[src/tle_pkg.sv]
// shared types and constants for the console line editor with word wrap
// no dependencies; imported by every module of the block
package tle_pkg;

	// line geometry
	localparam int LINE_LEN = 32;
	localparam int LEN_W    = $clog2(LINE_LEN + 1);
	localparam int ADDR_W   = $clog2(LINE_LEN);
	localparam int BYTE_W   = 8;
	localparam int CHAR_W   = 7;

	localparam logic [LEN_W-1:0] LEN_FULL = LEN_W'(LINE_LEN);
	localparam logic [LEN_W-1:0] LEN_LAST = LEN_W'(LINE_LEN - 1);

	// character codes
	localparam logic [CHAR_W-1:0] SPACE_CHAR = 7'h20;
	localparam logic [BYTE_W-1:0] SPACE_BYTE = 8'h20;
	localparam logic [BYTE_W-1:0] PRINT_LO   = 8'h20;
	localparam logic [BYTE_W-1:0] PRINT_HI   = 8'h7E;
	localparam logic [BYTE_W-1:0] NL_BYTE    = 8'h0A;

	// register reset values
	localparam logic [BYTE_W-1:0] ERASE_RST  = 8'd127;
	localparam logic [BYTE_W-1:0] KILL_RST   = 8'd21;
	localparam logic [BYTE_W-1:0] WERASE_RST = 8'd23;
	localparam logic [BYTE_W-1:0] EOF_RST    = 8'd4;

	// result kinds
	typedef enum logic [2:0] {
		KIND_ECHO    = 3'd0,
		KIND_RUB     = 3'd1,
		KIND_NEWLINE = 3'd2,
		KIND_BELL    = 3'd3,
		KIND_EOF     = 3'd4
	} kind_t;

	// configuration register indexes
	typedef enum logic [1:0] {
		CFG_ERASE  = 2'd0,
		CFG_KILL   = 2'd1,
		CFG_WERASE = 2'd2,
		CFG_EOF    = 2'd3
	} cfg_idx_t;

	// what the sequencer is doing for the current item
	typedef enum logic [2:0] {
		OP_PRINT,
		OP_WRAP,
		OP_WERASE,
		OP_LINE,
		OP_RUB
	} op_t;

	typedef enum logic [3:0] {
		S_IDLE,
		S_SCAN_RD,
		S_SCAN_CMP,
		S_RUB,
		S_NL,
		S_COPY_RD,
		S_COPY_WR,
		S_ECHO,
		S_ONE
	} state_t;

	typedef struct packed {
		logic [BYTE_W-1:0] erase_char;
		logic [BYTE_W-1:0] kill_char;
		logic [BYTE_W-1:0] word_erase_char;
		logic [BYTE_W-1:0] end_of_file_char;
	} cfg_t;

	typedef struct packed {
		logic              re;
		logic [ADDR_W-1:0] raddr;
		logic              we;
		logic [ADDR_W-1:0] waddr;
		logic [CHAR_W-1:0] wdata;
	} mem_req_t;

	typedef struct packed {
		logic              valid;
		kind_t             kind;
		logic [CHAR_W-1:0] ch;
		logic              last;
	} emit_t;

	typedef struct packed {
		logic             busy;
		logic [LEN_W-1:0] len;
	} stat_t;

endpackage

[src/tle_line_mem.sv]
// line buffer: one write port, one read port with registered read data
// depends on tle_pkg
module tle_line_mem
	import tle_pkg::*;
(
	input  logic              clk,
	input  mem_req_t          req,
	output logic [CHAR_W-1:0] rdata
);

	logic [CHAR_W-1:0] mem_q [LINE_LEN];
	logic [CHAR_W-1:0] rdata_q;

	// write port
	always_ff @(posedge clk) begin
		if (req.we) begin
			mem_q[req.waddr] <= req.wdata;
		end
	end

	// read port, data held until the next read
	always_ff @(posedge clk) begin
		if (req.re) begin
			rdata_q <= mem_q[req.raddr];
		end
	end

	assign rdata = rdata_q;

endmodule

[src/tle_ctrl.sv]
// sequencer: decodes an input byte, scans and rewrites the line one character
// at a time through a single decrement/compare path; depends on tle_pkg
module tle_ctrl
	import tle_pkg::*;
(
	input  logic              clk,
	input  logic              arst_n,
	input  cfg_t              cfg,
	input  logic              in_valid,
	input  logic [BYTE_W-1:0] in_byte,
	input  logic              out_ready,
	input  logic [CHAR_W-1:0] rdata,
	output mem_req_t          mem_req,
	output emit_t             emit,
	output stat_t             stat
);

	state_t            state_q, state_d;
	op_t               op_q;
	kind_t             kind_q;
	logic              phase_q;
	logic [LEN_W-1:0]  len_q;
	logic [LEN_W-1:0]  p_q;
	logic [LEN_W-1:0]  j_q;
	logic [LEN_W-1:0]  rub_q;
	logic [CHAR_W-1:0] b_q;

	logic              len_zero, len_full, p_zero, rd_space, fire;
	logic [LEN_W-1:0]  p_dec;
	state_t            start_state;
	op_t               start_op;
	kind_t             start_kind;
	logic [LEN_W-1:0]  start_rub;

	assign len_zero = (len_q == '0);
	assign len_full = (len_q == LEN_FULL);
	assign p_zero   = (p_q == '0);
	assign p_dec    = p_q - LEN_W'(1);
	assign rd_space = (rdata == SPACE_CHAR);
	assign fire     = emit.valid && out_ready;

	// item decode, classes in priority order
	always_comb begin
		start_state = S_ONE;
		start_op    = OP_RUB;
		start_kind  = KIND_BELL;
		start_rub   = len_q;
		if (in_byte >= PRINT_LO && in_byte <= PRINT_HI) begin
			if (!len_full) begin
				start_state = S_ECHO;
				start_op    = OP_PRINT;
			end else if (in_byte == SPACE_BYTE) begin
				start_state = S_NL;
				start_op    = OP_PRINT;
			end else begin
				start_state = S_SCAN_RD;
				start_op    = OP_WRAP;
			end
		end else if (in_byte == cfg.erase_char && !len_zero) begin
			start_state = S_RUB;
			start_rub   = LEN_W'(1);
		end else if (in_byte == cfg.kill_char) begin
			start_state = len_zero ? S_IDLE : S_RUB;
		end else if (in_byte == cfg.word_erase_char) begin
			start_state = len_zero ? S_IDLE : S_SCAN_RD;
			start_op    = OP_WERASE;
		end else if (in_byte == cfg.end_of_file_char && len_zero) begin
			start_kind  = KIND_EOF;
		end else if (in_byte == NL_BYTE) begin
			start_state = S_NL;
			start_op    = OP_LINE;
		end
	end

	// next state
	always_comb begin
		state_d = state_q;
		unique case (state_q)
			S_IDLE: begin
				if (in_valid) begin
					state_d = start_state;
				end
			end
			S_SCAN_RD: begin
				if (p_zero) begin
					state_d = (op_q == OP_WRAP) ? S_NL : S_RUB;
				end else begin
					state_d = S_SCAN_CMP;
				end
			end
			S_SCAN_CMP: begin
				if (!phase_q) begin
					if (!rd_space) begin
						state_d = S_SCAN_RD;
					end else if (op_q == OP_WRAP) begin
						state_d = (len_q == p_q) ? S_NL : S_RUB;
					end else begin
						state_d = S_SCAN_RD;
					end
				end else begin
					state_d = rd_space ? S_SCAN_RD : S_RUB;
				end
			end
			S_RUB: begin
				if (fire && rub_q == LEN_W'(1)) begin
					state_d = (op_q == OP_WRAP) ? S_NL : S_IDLE;
				end
			end
			S_NL: begin
				if (fire) begin
					if (op_q == OP_LINE) begin
						state_d = S_IDLE;
					end else if (op_q == OP_WRAP && !p_zero && p_q != LEN_FULL) begin
						state_d = S_COPY_RD;
					end else begin
						state_d = S_ECHO;
					end
				end
			end
			S_COPY_RD: begin
				state_d = S_COPY_WR;
			end
			S_COPY_WR: begin
				if (fire) begin
					state_d = (p_q == LEN_LAST) ? S_ECHO : S_COPY_RD;
				end
			end
			S_ECHO, S_ONE: begin
				if (fire) begin
					state_d = S_IDLE;
				end
			end
			default: state_d = S_IDLE;
		endcase
	end

	// outputs: result, memory requests, status
	always_comb begin
		emit          = '0;
		emit.kind     = KIND_ECHO;
		mem_req       = '0;
		mem_req.wdata = b_q;
		unique case (state_q)
			S_SCAN_RD: begin
				mem_req.re    = !p_zero;
				mem_req.raddr = p_dec[ADDR_W-1:0];
			end
			S_COPY_RD: begin
				mem_req.re    = 1'b1;
				mem_req.raddr = p_q[ADDR_W-1:0];
			end
			S_RUB: begin
				emit.valid = 1'b1;
				emit.kind  = KIND_RUB;
				emit.last  = (rub_q == LEN_W'(1)) && (op_q != OP_WRAP);
			end
			S_NL: begin
				emit.valid = 1'b1;
				emit.kind  = KIND_NEWLINE;
				emit.last  = (op_q == OP_LINE);
			end
			S_COPY_WR: begin
				emit.valid    = 1'b1;
				emit.ch       = rdata;
				mem_req.we    = fire;
				mem_req.waddr = j_q[ADDR_W-1:0];
				mem_req.wdata = rdata;
			end
			S_ECHO: begin
				emit.valid    = 1'b1;
				emit.ch       = b_q;
				emit.last     = 1'b1;
				mem_req.we    = fire;
				mem_req.waddr = len_q[ADDR_W-1:0];
			end
			S_ONE: begin
				emit.valid = 1'b1;
				emit.kind  = kind_q;
				emit.last  = 1'b1;
			end
			default: begin
			end
		endcase
		stat.busy = (state_q != S_IDLE);
		stat.len  = len_q;
	end

	// state and line length
	always_ff @(posedge clk or negedge arst_n) begin
		if (!arst_n) begin
			state_q <= S_IDLE;
			len_q   <= '0;
		end else begin
			state_q <= state_d;
			case (state_q)
				S_RUB: begin
					if (fire) begin
						len_q <= len_q - LEN_W'(1);
					end
				end
				S_NL: begin
					if (fire) begin
						len_q <= '0;
					end
				end
				S_COPY_WR, S_ECHO: begin
					if (fire) begin
						len_q <= len_q + LEN_W'(1);
					end
				end
				default: begin
				end
			endcase
		end
	end

	// working registers of the current item
	always_ff @(posedge clk) begin
		case (state_q)
			S_IDLE: begin
				if (in_valid) begin
					b_q     <= in_byte[CHAR_W-1:0];
					op_q    <= start_op;
					kind_q  <= start_kind;
					rub_q   <= start_rub;
					p_q     <= len_q;
					phase_q <= 1'b0;
				end
			end
			S_SCAN_RD: begin
				rub_q <= len_q - p_q;
			end
			S_SCAN_CMP: begin
				rub_q <= len_q - p_q;
				if (!phase_q) begin
					if (!rd_space) begin
						p_q <= p_dec;
					end else if (op_q == OP_WERASE) begin
						phase_q <= 1'b1;
						p_q     <= p_dec;
					end
				end else if (rd_space) begin
					p_q <= p_dec;
				end
			end
			S_RUB: begin
				if (fire) begin
					rub_q <= rub_q - LEN_W'(1);
				end
			end
			S_NL: begin
				j_q <= '0;
			end
			S_COPY_WR: begin
				if (fire) begin
					j_q <= j_q + LEN_W'(1);
					p_q <= p_q + LEN_W'(1);
				end
			end
			default: begin
			end
		endcase
	end

endmodule

[src/tty_line_editor_wordwrap.sv]
// top level of the console line editor with word wrap
// depends on tle_pkg, tle_line_mem and tle_ctrl
//
// Usage:
//   input channel:  in_valid / in_stall / in_byte, one received byte per item
//   output channel: out_valid / out_stall / out_kind, out_char, last; each
//                   item is one terminal action, last marks the final action
//                   of an input byte (kill or word-erase on an empty line
//                   produce no action at all)
//   config port:    cfg_wr_en / cfg_index / cfg_wr_data, written while idle
// Timing:
//   the block takes one byte at a time; in_stall is high until every action
//   of the current byte has entered the output register. Each character
//   checked while scanning back for a space passes a read and a compare
//   state, and each moved character a read and a write state, both set by
//   the single read port of the line buffer. When out_stall is high while
//   a result is held, the output register holds and the sequencer waits
//   at its next result.
// Reset: line empty, registers at their defaults, no result pending.
module tty_line_editor_wordwrap
	import tle_pkg::*;
(
	input  logic              clk,
	input  logic              arst_n,
	input  logic              in_valid,
	output logic              in_stall,
	input  logic [BYTE_W-1:0] in_byte,
	output logic              out_valid,
	input  logic              out_stall,
	output logic [2:0]        out_kind,
	output logic [CHAR_W-1:0] out_char,
	output logic              last,
	input  logic              cfg_wr_en,
	input  logic [1:0]        cfg_index,
	input  logic [BYTE_W-1:0] cfg_wr_data
);

	cfg_t              cfg_q;
	mem_req_t          mem_req;
	emit_t             emit;
	stat_t             stat;
	logic [CHAR_W-1:0] rdata;
	logic              out_ready;
	logic              out_valid_q;
	kind_t             kind_q;
	logic [CHAR_W-1:0] char_q;
	logic              last_q;

	// configuration registers
	always_ff @(posedge clk or negedge arst_n) begin
		if (!arst_n) begin
			cfg_q.erase_char       <= ERASE_RST;
			cfg_q.kill_char        <= KILL_RST;
			cfg_q.word_erase_char  <= WERASE_RST;
			cfg_q.end_of_file_char <= EOF_RST;
		end else if (cfg_wr_en) begin
			unique case (cfg_idx_t'(cfg_index))
				CFG_ERASE:  cfg_q.erase_char       <= cfg_wr_data;
				CFG_KILL:   cfg_q.kill_char        <= cfg_wr_data;
				CFG_WERASE: cfg_q.word_erase_char  <= cfg_wr_data;
				CFG_EOF:    cfg_q.end_of_file_char <= cfg_wr_data;
				default: begin
				end
			endcase
		end
	end

	tle_line_mem u_mem (
		.clk   (clk),
		.req   (mem_req),
		.rdata (rdata)
	);

	tle_ctrl u_ctrl (
		.clk       (clk),
		.arst_n    (arst_n),
		.cfg       (cfg_q),
		.in_valid  (in_valid),
		.in_byte   (in_byte),
		.out_ready (out_ready),
		.rdata     (rdata),
		.mem_req   (mem_req),
		.emit      (emit),
		.stat      (stat)
	);

	assign in_stall  = stat.busy;
	assign out_ready = !out_valid_q || !out_stall;

	// output register
	always_ff @(posedge clk or negedge arst_n) begin
		if (!arst_n) begin
			out_valid_q <= 1'b0;
		end else if (emit.valid && out_ready) begin
			out_valid_q <= 1'b1;
		end else if (!out_stall) begin
			out_valid_q <= 1'b0;
		end
	end

	always_ff @(posedge clk) begin
		if (emit.valid && out_ready) begin
			kind_q <= emit.kind;
			char_q <= emit.ch;
			last_q <= emit.last;
		end
	end

	assign out_valid = out_valid_q;
	assign out_kind  = kind_q;
	assign out_char  = char_q;
	assign last      = last_q;

	// line length never exceeds the buffer
	a_len_range: assert property (@(posedge clk) disable iff (!arst_n)
		stat.len <= LEN_FULL)
		else $error("line length out of range");

	// the final result of a byte returns the sequencer to idle
	a_last_idle: assert property (@(posedge clk) disable iff (!arst_n)
		(emit.valid && out_ready && emit.last) |=> !stat.busy)
		else $error("sequencer busy after final result");

	// echoed characters are printable, other kinds carry no character
	a_char_code: assert property (@(posedge clk) disable iff (!arst_n)
		out_valid |-> ((out_kind == KIND_ECHO && out_char >= SPACE_CHAR
			&& out_char != 7'h7F) || (out_kind != KIND_ECHO && out_char == '0)))
		else $error("bad character on output");

endmodule
[config.mk]
export PLATFORM = sky130hd
export DESIGN_NAME = tty_line_editor_wordwrap
export DESIGN_NICKNAME = d
export VERILOG_FILES = /design/src/tle_pkg.sv /design/src/tle_line_mem.sv /design/src/tle_ctrl.sv /design/src/tty_line_editor_wordwrap.sv
export SDC_FILE = /design/constraint.sdc
export NUM_CORES = 1
export LEC_CHECK = 0
export ABC_AREA = 1
export BUFFER_PORTS_ARGS = -buffer_cell sky130_fd_sc_hd__buf_2
export CAP_MARGIN = 40
export CORE_ASPECT_RATIO = 1.5
export CORE_UTILIZATION = 45
export DETAILED_ROUTE_END_ITERATION = 10
export GPL_TIMING_DRIVEN = 0
export SYNTH_ARGS = -nofsm -noshare
export SYNTH_HDL_FRONTEND = slang
export SYNTH_HIERARCHICAL = 1
export SYNTH_SLANG_ARGS = --single-unit
[constraint.sdc]
create_clock -name clk -period 3.03 [get_ports clk]
set_clock_uncertainty 0.1 [all_clocks]
set_input_delay 0.303 -clock clk [delete_from_list [all_inputs] [get_ports clk]]
set_output_delay 0.303 -clock clk [all_outputs]
set_load 0.01 [all_outputs]
# Word level (Yosys, flattened, before mapping)
# Memory sizes are Yosys's and may differ from the RTL's. A register that Yosys moved wholly into a read port is not among the register bits.
# Index checks and enable logic that the tools add are counted.
# Widths: inputs -> output; s select.
# classes
add_sub_neg,7
n_lt_le_gt_ge,2
n_eq_ne,37
muxes,70
n_reduce_logical,39
# op_table
cell,count
$mux 6,14
$mux 4,17
$pmux 6 s3,3
$mux 3,12
$pmux 6 s2,3
$eq 8x8->1,4
$pmux 4 s8,1
$add 6x1->6 const B,3
$sub 6x1->6 const B,3
$eq 4x3->1 const B,4
$ne 2x1->1 const B,7
$pmux 7 s2,1
$reduce_and 2->1,7
$logic_not 6->1,2
$mux 1,11
$reduce_and 5->1,2
$pmux 3 s3,1
$reduce_bool 3->1,3
$eq 4x2->1 const B,2
$eq 8x4->1 const B,1
$eq 8x6->1 const B,1
$ge 8x6->1 const B,1
$le 8x7->1 const B,1
$logic_and 1x1->1,8
32 further kinds,43
# word_totals
regBits,86
ram_bits,224
input_bits,23
output_inout_bits,13
word_cells,173
n_memories,1
# memory_table
memory,depth,word_bits,rd,rd_clocked_by_memory_dff,wr,line_no,source
u_mem.mem_q,32,7,1,1,1,tle_line_mem.sv:11,logic [CHAR_W-1:0] mem_q [LINE_LEN];

# Logic depth before layout (Yosys ltp)
# Gate-level depths: netlist of the first run.
# depth
ltp_word,9
ltp_mapped,16
depth_no_buf,13

# Hierarchy
# Netlist of the first run, hierarchy kept.
# by_module_without_submodules
mod,n_inst,cells_per_inst,area_each_um2,seq_area_each_um2
tle_line_mem,1,813,9486.6,6936.7
tle_ctrl,1,531,3667.3,1151.1
tty_line_editor_wordwrap,1,159,1826.8,1174.9

# Worst setup path before layout of the first run
# OpenSTA, ideal clock, no wires.
# synth_path
path_kind,reg-to-reg
startpoint,register u_ctrl.state_q[3]
endpoint,memory u_mem.mem_q[0][0] (data pin)
t_arrival_ns,2.466
t_required_ns,2.476
path_slack_ns,0.010
stages_incl_launch_ff,5
path_cell_list,dfrtp_1 > nor3_4 > nand2_2 > clkbuf_1 > o21ai_0
# synth_lines
item,line_no,source
start: declaration,tle_ctrl.sv:18,"state_t state_q, state_d;"
start signal: assignment,tle_ctrl.sv:194,state_q <= state_d;
end: declaration,tle_line_mem.sv:11,

==> impl_metrics.ini, run 1 <==
[status]
status = complete, no violations

[clock_tree]
cts_tree = yes
clkLatencyLatePin_ns = 0.57
cts.path.max_buffers = 3
cts_buffers = 30
cts-root-buf = clkbuf_16
ctsHtreeMaxLevel = 1
clk_pin_slew_worst_paths_ns = 0.06
cts_sinks = 315

[min_path]
hold_depth = 4
worstHoldPathType = in -> reg
hp-start = cfg_index[1]
whs_endpoint = cfg_q[8]$_DFFE_PN1P_

[floorplanning]
die_area_sq_um = 34000
io_pins = 36
fp.coreArea_sq_um = 32700
fp.dieW_um = 151
rows = 81
start_util_pct = 45.8
die_height_um = 225

[route]
drt-wirelength-per-cell_um = 20.1
dr.pass1.iters = 5
via_count = 11019
dr.first_iter.drc_count = 639
vias_per_cell = 5.40
drc = 0
antenna_left = 0
wl_mm = 41.0

[worst_setup_path]
worstPathArrival_ns = 3.13
cp-end-kind = flip-flop
worstPathCellList = inv_2 > nor3_4 > nand2_2 > inv_2 > clkbuf_4 > nand2_1 > o21ai_0 > inv_1 > nand3_4 > nor2_2
r2r-start = u_ctrl/state_q[1]$_DFFE_PN0P_
path_class = reg -> reg
cp-start-kind = flip-flop
r2r_setup_slack_ns = 0.03
cpMostUsedCell = inv_2
crit_required_ns = 3.16
reg2reg_depth = 10
cp_max_fo = 10
crit_slowest_cell = nor2_2
crit_path_max_incr_delay_ns = 0.45
r2r-end = u_mem/mem_q[0][1]$_DFFE_PP_

[sta]
final_hold_viol_count = 0
relSlewSlack_pct = 44.6
setup_viol = 0
finalMaxSlewViolations = 0
worst_slew_pin_slew_ns = 0.832
fin_setup_tns_ns = 0
min_period_over_period_pct = 99.0
fin_crit_ns = 3.00
clock.fmax_mhz = 333
rsz0062_at_grt = yes

[place]
dp_cells = 1963
place.gp.congestion = 0.920
io_buffers = 34
dp_hpwl_mm = 29.8

[power]
p_leak_uw = 0.00697
p_per_area_nw_per_um2 = 948
ir_drop_mv = 0.703

[synthesis]
ys_types = 45
yosysWarnings = 6
syn_inst = 1503
synth_area_per_cell_sq_um = 9.97
ys_ff_latch = 315
mappedNetlistArea_sq_um = 15000
synthesis.nets = 1543
ys_seq_area_share_pct = 61.8

[grt]
grt_remaining_overflow = 0
grt_pass1_vias = 11373
grt_pass1_wl_mm = 63.0
antenna_found_initial = 0
grt_max_degree = 25
grt_util_all_layers_pct = 25.0

[layout]
instances_no_fill = 2041
area_growth_pct = 17.3
drive_gt1_share_pct = 16.2
final_nets = 1647
diodes = 0

[run]
maxCapViolations = 0
[per-stage QoR]
step	hold WS, ns	power (uW)	worst slack (ns)	cell area [sq um]	utilization, %
detailed placement	0.243	12800	-0.890	16000	48.8
global placement	0.358	12500	-3.05	15700	47.9
global route	0.0469	17700	-0.0644	17600	53.7
finish	0.0313	16700	0.0313	17600	53.7
floorplan	-0.0926	10300	0.0101	15000	-
CTS	0.00789	16700	0.0102	17500	53.4
[area by class of cell]
cell class              count  area [sq um]
multi-input cells        1024          5290
inverters                 103           418
clock inverters            13           139
plain buffers              61           443
repair buffers             72           688
clock buffers              38           822
flip-flops and latches    315          9260
well taps                 415           519
fillers                  2912         15200
[worst max-delay path by stage]
| stage | startpoint | depth (start not counted) | end | slack (ns) |
|---|---|---|---|---|
| floorplan | u_ctrl/state_q[3]$_DFFE_PN0P_ | 4 | u_mem/mem_q[0][0]$_DFFE_PP_ | 0.01 |
| global placement | u_ctrl/state_q[3]$_DFFE_PN0P_ | 4 | u_mem/mem_q[26][2]$_DFFE_PP_ | -3.05 |
| detailed placement | u_ctrl/state_q[3]$_DFFE_PN0P_ | 8 | u_mem/mem_q[26][2]$_DFFE_PP_ | -0.89 |
| CTS | u_ctrl/state_q[2]$_DFFE_PN0P_ | 6 | u_mem/mem_q[24][5]$_DFFE_PP_ | 0.01 |
| global route | u_ctrl/state_q[1]$_DFFE_PN0P_ | 10 | u_mem/mem_q[0][0]$_DFFE_PP_ | -0.06 |
| finish | u_ctrl/state_q[1]$_DFFE_PN0P_ | 10 | u_mem/mem_q[0][1]$_DFFE_PP_ | 0.03 |
[per-layer routing]
metal | part of all wire (%) | global-route usage, % | wire (um) | vias to the layer above
met5 | 0 | 0 | 0 | -
met4 | 4.9 | 13.1 | 2010 | 0
met3 | 4.1 | 2.45 | 1680 | 103
met2 | 53 | 46.3 | 21900 | 304
met1 | 38 | 27.8 | 15500 | 5283
li1 | - | - | - | 5329
[cell usage after synthesis (all sizes together)]
cell    count  share of area [%]
inv       100                2.5
xnor2       6               0.35
dfstp      15                2.6
nor2      103                3.0
bufinv      2               0.23
o21ai      37                1.2
or2         3               0.13
xor2       21                1.2
nand3b      2               0.10
clkbuf      4               0.10
ha         15                1.3
clkinv      1              0.033
fa          2               0.27
a221oi      1              0.058
o221ai      7               0.41
buf        57                2.8
a31oi       1              0.042
a21oi      19               0.66
dfrtp      28                4.7
nand4      33                1.4
nand2     520                 13
edfxtp    272                 55
o22ai      10               0.46
nor4        1              0.042
a32oi       1              0.058
o31ai       3               0.15
nor3       12               0.48
nand3     223                7.7
o211ai      4               0.20
[critical path: cells and delay by family, from the launching register on]
kind	cells	cell delay [ns]
simple gates	5	1.05
flops	1	0.42
compound gates	1	0.27
buf+inv	4	0.80
[report_power, final]
group	internal (uW)	switching, uW	total [uW]
sequential	5700	358	6060
combinational	2160	4710	6880
clock	2150	1580	3730
total	10000	6650	16700
[cells in the final DEF (no fill, tap or decap), types with 28 or more instances in the layout]
master,instances
nand2_1,510
nand4_1,33
nor2_1,61
nand3_1,208
buf_2,61
nor2_4,31
inv_1,88
clkbuf_16,31
edfxtp_1,272
dfrtp_1,28
[registers in the layout, indices dropped and copies added, names as in the netlist, 5 cells and up]
| name | cells |
|---|---|
| u_mem/mem_q | 224 |
| cfg_q | 32 |
| out_char | 7 |
| u_ctrl/b_q | 7 |
| u_mem/rdata | 7 |
| u_ctrl/len_q | 6 |
| u_ctrl/p_q | 6 |
| u_ctrl/rub_q | 6 |
| u_ctrl/j_q | 5 |
[logic make-up after synthesis]
family	count (synthesis)	share of synthesized area [%]
XOR/XNOR	27	1.58
AND/OR/NAND/NOR	897	26.1
adder cells (fa/ha/maj)	17	1.52
AO/OA/AOI/OAI	83	3.27
buffers and inverters	164	5.66
flip-flops	315	61.8
[timing repair]
action | in CTS | in global routing
gates resized for setup | 76 | 17
pin swaps | 3 | 1
buffers inserted | 3 | 1
hold endpoints to repair | 52 | 0
endpoints found under the setup margin | 230 | 231
hold buffers | 23 | 0
No activity file was read; power rests on OpenSTA's default activity.
==> run 2, diff against run 1 <==
ABC_AREA = not set   (was 1)
==> run 2 against run 1 <==
Effect of this change:
- the run now ends with setup timing left
- sequential power increased by 1%
- final area decreased by 2.1%
- die area decreased by 4.7%
- largest cell class unchanged
==> impl_metrics.ini, run 2 <==
[status]
status = complete, but fails checks
violations = setup timing

[clock_tree]
cts_buffers = 29
cts.path.max_buffers = 3
ctsHtreeMaxLevel = 1
cts-root-buf = clkbuf_16
clk_pin_slew_worst_paths_ns = 0.07
cts_sinks = 315
clkLatencyLatePin_ns = 0.58
cts_tree = yes

[sta]
timing.hold.ws_ns = 0.0567
relSlewSlack_pct = 41.7
fin_crit_ns = 3.17
worst_slew_pin_slew_ns = 0.868
finalMaxSlewViolations = 0
clock.fmax_mhz = 316
min_period_over_period_pct = 104
final_hold_viol_count = 0
rsz0062_at_grt = yes
fin_setup_tns_ns = -0.850
layout_setup_ws_ns = -0.136
setup_viol = 7

[power]
p_leak_uw = 0.00580
p_per_area_nw_per_um2 = 983
ir_drop_mv = 0.509

[synthesis]
ys_ff_latch = 315
synth_area_leaders = edfxtp_1, mux4_2, dfrtp_1, mux2_2, dfstp_2
synthesis.nets = 934
yosys-top-cells-count = edfxtp_1, nor2_1, mux4_2
yosysWarnings = 6
synthArstFlopShare_pct = 13.7
ys.flop_type = edfxtp_1
syn_inst = 894
ys_types = 79
mappedNetlistArea_sq_um = 14300
synth_area_per_cell_sq_um = 16.0
synth.most_common_cell = edfxtp_1
synth_enable_flop_cells = 272
ys_seq_area_share_pct = 64.9
synth_top_area_cell = edfxtp_1
synth_top_area_share_pct = 57.2

[worst_setup_path]
crit_required_ns = 3.26
r2r-start = u_ctrl/state_q[3]$_DFFE_PN0P_
r2r_setup_slack_ns = -0.14
crit_end = u_mem/rdata[0]$_DFFE_PP_
cp-start-kind = flip-flop
reg2reg_depth = 9
timing.critical_path.from = u_ctrl/state_q[3]$_DFFE_PN0P_
cp-end-kind = flip-flop
path_class = reg -> reg
cp_max_fo = 5
r2r-end = u_mem/rdata[0]$_DFFE_PP_
worstPathArrival_ns = 3.39

[layout]
final_nets = 1059
area_growth_pct = 20.6
final_core_utilization_pct = 55.3
layout_commonest_cell = edfxtp_1
final_cell_mix = edfxtp_1, mux4_2, nand2_1
diodes = 0
top_regs = u_mem/mem_q (224), cfg_q (32)
drive_gt1_share_pct = 34.0
instances_no_fill = 1447
design_area_sq_um = 17200
largest-register = u_mem/mem_q
largest_reg_flops = 224

[grt]
grt_pass1_vias = 8647
grt_util_all_layers_pct = 21.5
antenna_found_initial = 0
grt_pass1_wl_mm = 51.6
grt_max_degree = 34
grt_remaining_overflow = 0

[floorplanning]
io_pins = 36
start_util_pct = 45.8
die_area_sq_um = 32400
fp.dieW_um = 147
fp.coreArea_sq_um = 31100
rows = 79
die_height_um = 220

[route]
drt-wirelength-per-cell_um = 23.4
wl_mm = 33.8
vias_per_cell = 5.79
dr.pass1.iters = 5
drc = 0
antenna_left = 0
dr.first_iter.drc_count = 630
via_count = 8374

[run]
maxCapViolations = 0

[place]
postPlaceCellArea_sq_um = 15200
dp_cells = 1343
dp_hpwl_mm = 23.5
io_buffers = 34
place.gp.congestion = 0.903

[min_path]
worstHoldPathType = in -> async
==> run 2: cell types whose count changed in the layout (fill, tap and decap cells not counted), moves of 10 or more <==
cell     previous run  this run
buf_2              61        37
buf_4              12        29
buf_6              16         4
buf_8               1        11
inv_1              88        16
mux2_2              0        35
mux4_2              0        70
nand2_1           510        55
nand3_1           208        17
nand4_1            33         6
nor2_1             61        34
xnor2_1             6        20
==> run 2: cell families (layout without fill, tap and decap cells) <==
logic type                 after synthesis  count (layout)  share of synthesized area, %
DFF                                    315             315                          64.9
and+or+nand+nor                        241             241                          8.83
muxes                                  113             113                          14.4
AOI/OAI and AO/OA                       95              95                          5.02
buffers and inverters                   62             210                          2.09
xor gates and xnor gates                51              51                          3.13
adders and majority gates               17              17                          1.60
==> run 2: worst min path at each step <==
stage                                    endpoint  cells past startpoint
floorplan                    cfg_q[0]$_DFFE_PN0P_                      0
global placement            cfg_q[11]$_DFFE_PN0P_                      1
detailed placement    u_ctrl/len_q[0]$_DFFE_PN0P_                      1
CTS                 u_ctrl/state_q[1]$_DFFE_PN0P_                      2
global route          u_ctrl/len_q[0]$_DFFE_PN0P_                      2
finish              u_ctrl/state_q[1]$_DFFE_PN0P_                      2
==> run 2: what timing repair did <==
item,4_1_cts,5_1_grt
gates resized for setup,92,39
endpoints found under the hold margin,67,0
setup buffers,28,10
hold buffers,16,0
cloned,4,0
endpoints found under the setup margin,241,177
pin swaps,2,4
==> run 2: per-layer routing <==
layer	global-route usage [%]	wire, um	vias up
met4	9.21	1370	0
met3	2.67	1500	73
met2	40.3	18500	263
met5	0	0	-
met1	24.5	12400	4264
li1	-	-	3774
==> run 2: final cells by class <==
type                       instances  area (sq um)
buffer                            39           370
sequential                       315          9270
clock inverter                    24           278
timing repair buffer              99           943
tap                              405           507
fill                            2487         13900
clock buffer                      30           729
inverter                          18          67.6
multi-input combinational        517          5050
==> run 2: through the flow <==
| stage | power (uW) | worst slack (ns) |
|---|---|---|
| 3_5_place_dp | 12200 | -0.766 |
| 4_1_cts | 16900 | -0.205 |
| 3_3_place_gp | 12000 | -0.758 |
| 5_1_grt | 17700 | -0.206 |
| 2_1_floorplan | 10300 | 0.00676 |
| 6_report | 16900 | -0.136 |
==> run 2: worst max-delay path, cell delays in order, from the launching register on <==
cell and delay (ns):
dfrtp_2 0.46, clkbuf_16 0.16, or2_4 0.27, nor2_4 0.15, buf_12 0.13, buf_12 0.13
buf_12 0.13, mux4_2 0.53, mux4_2 0.56, mux2_4 0.28
==> run 2: power by group <==
| part | switching (uW) | internal (uW) |
|---|---|---|
| clock | 1650 | 2200 |
| sequential | 425 | 5710 |
| combinational | 3640 | 3290 |
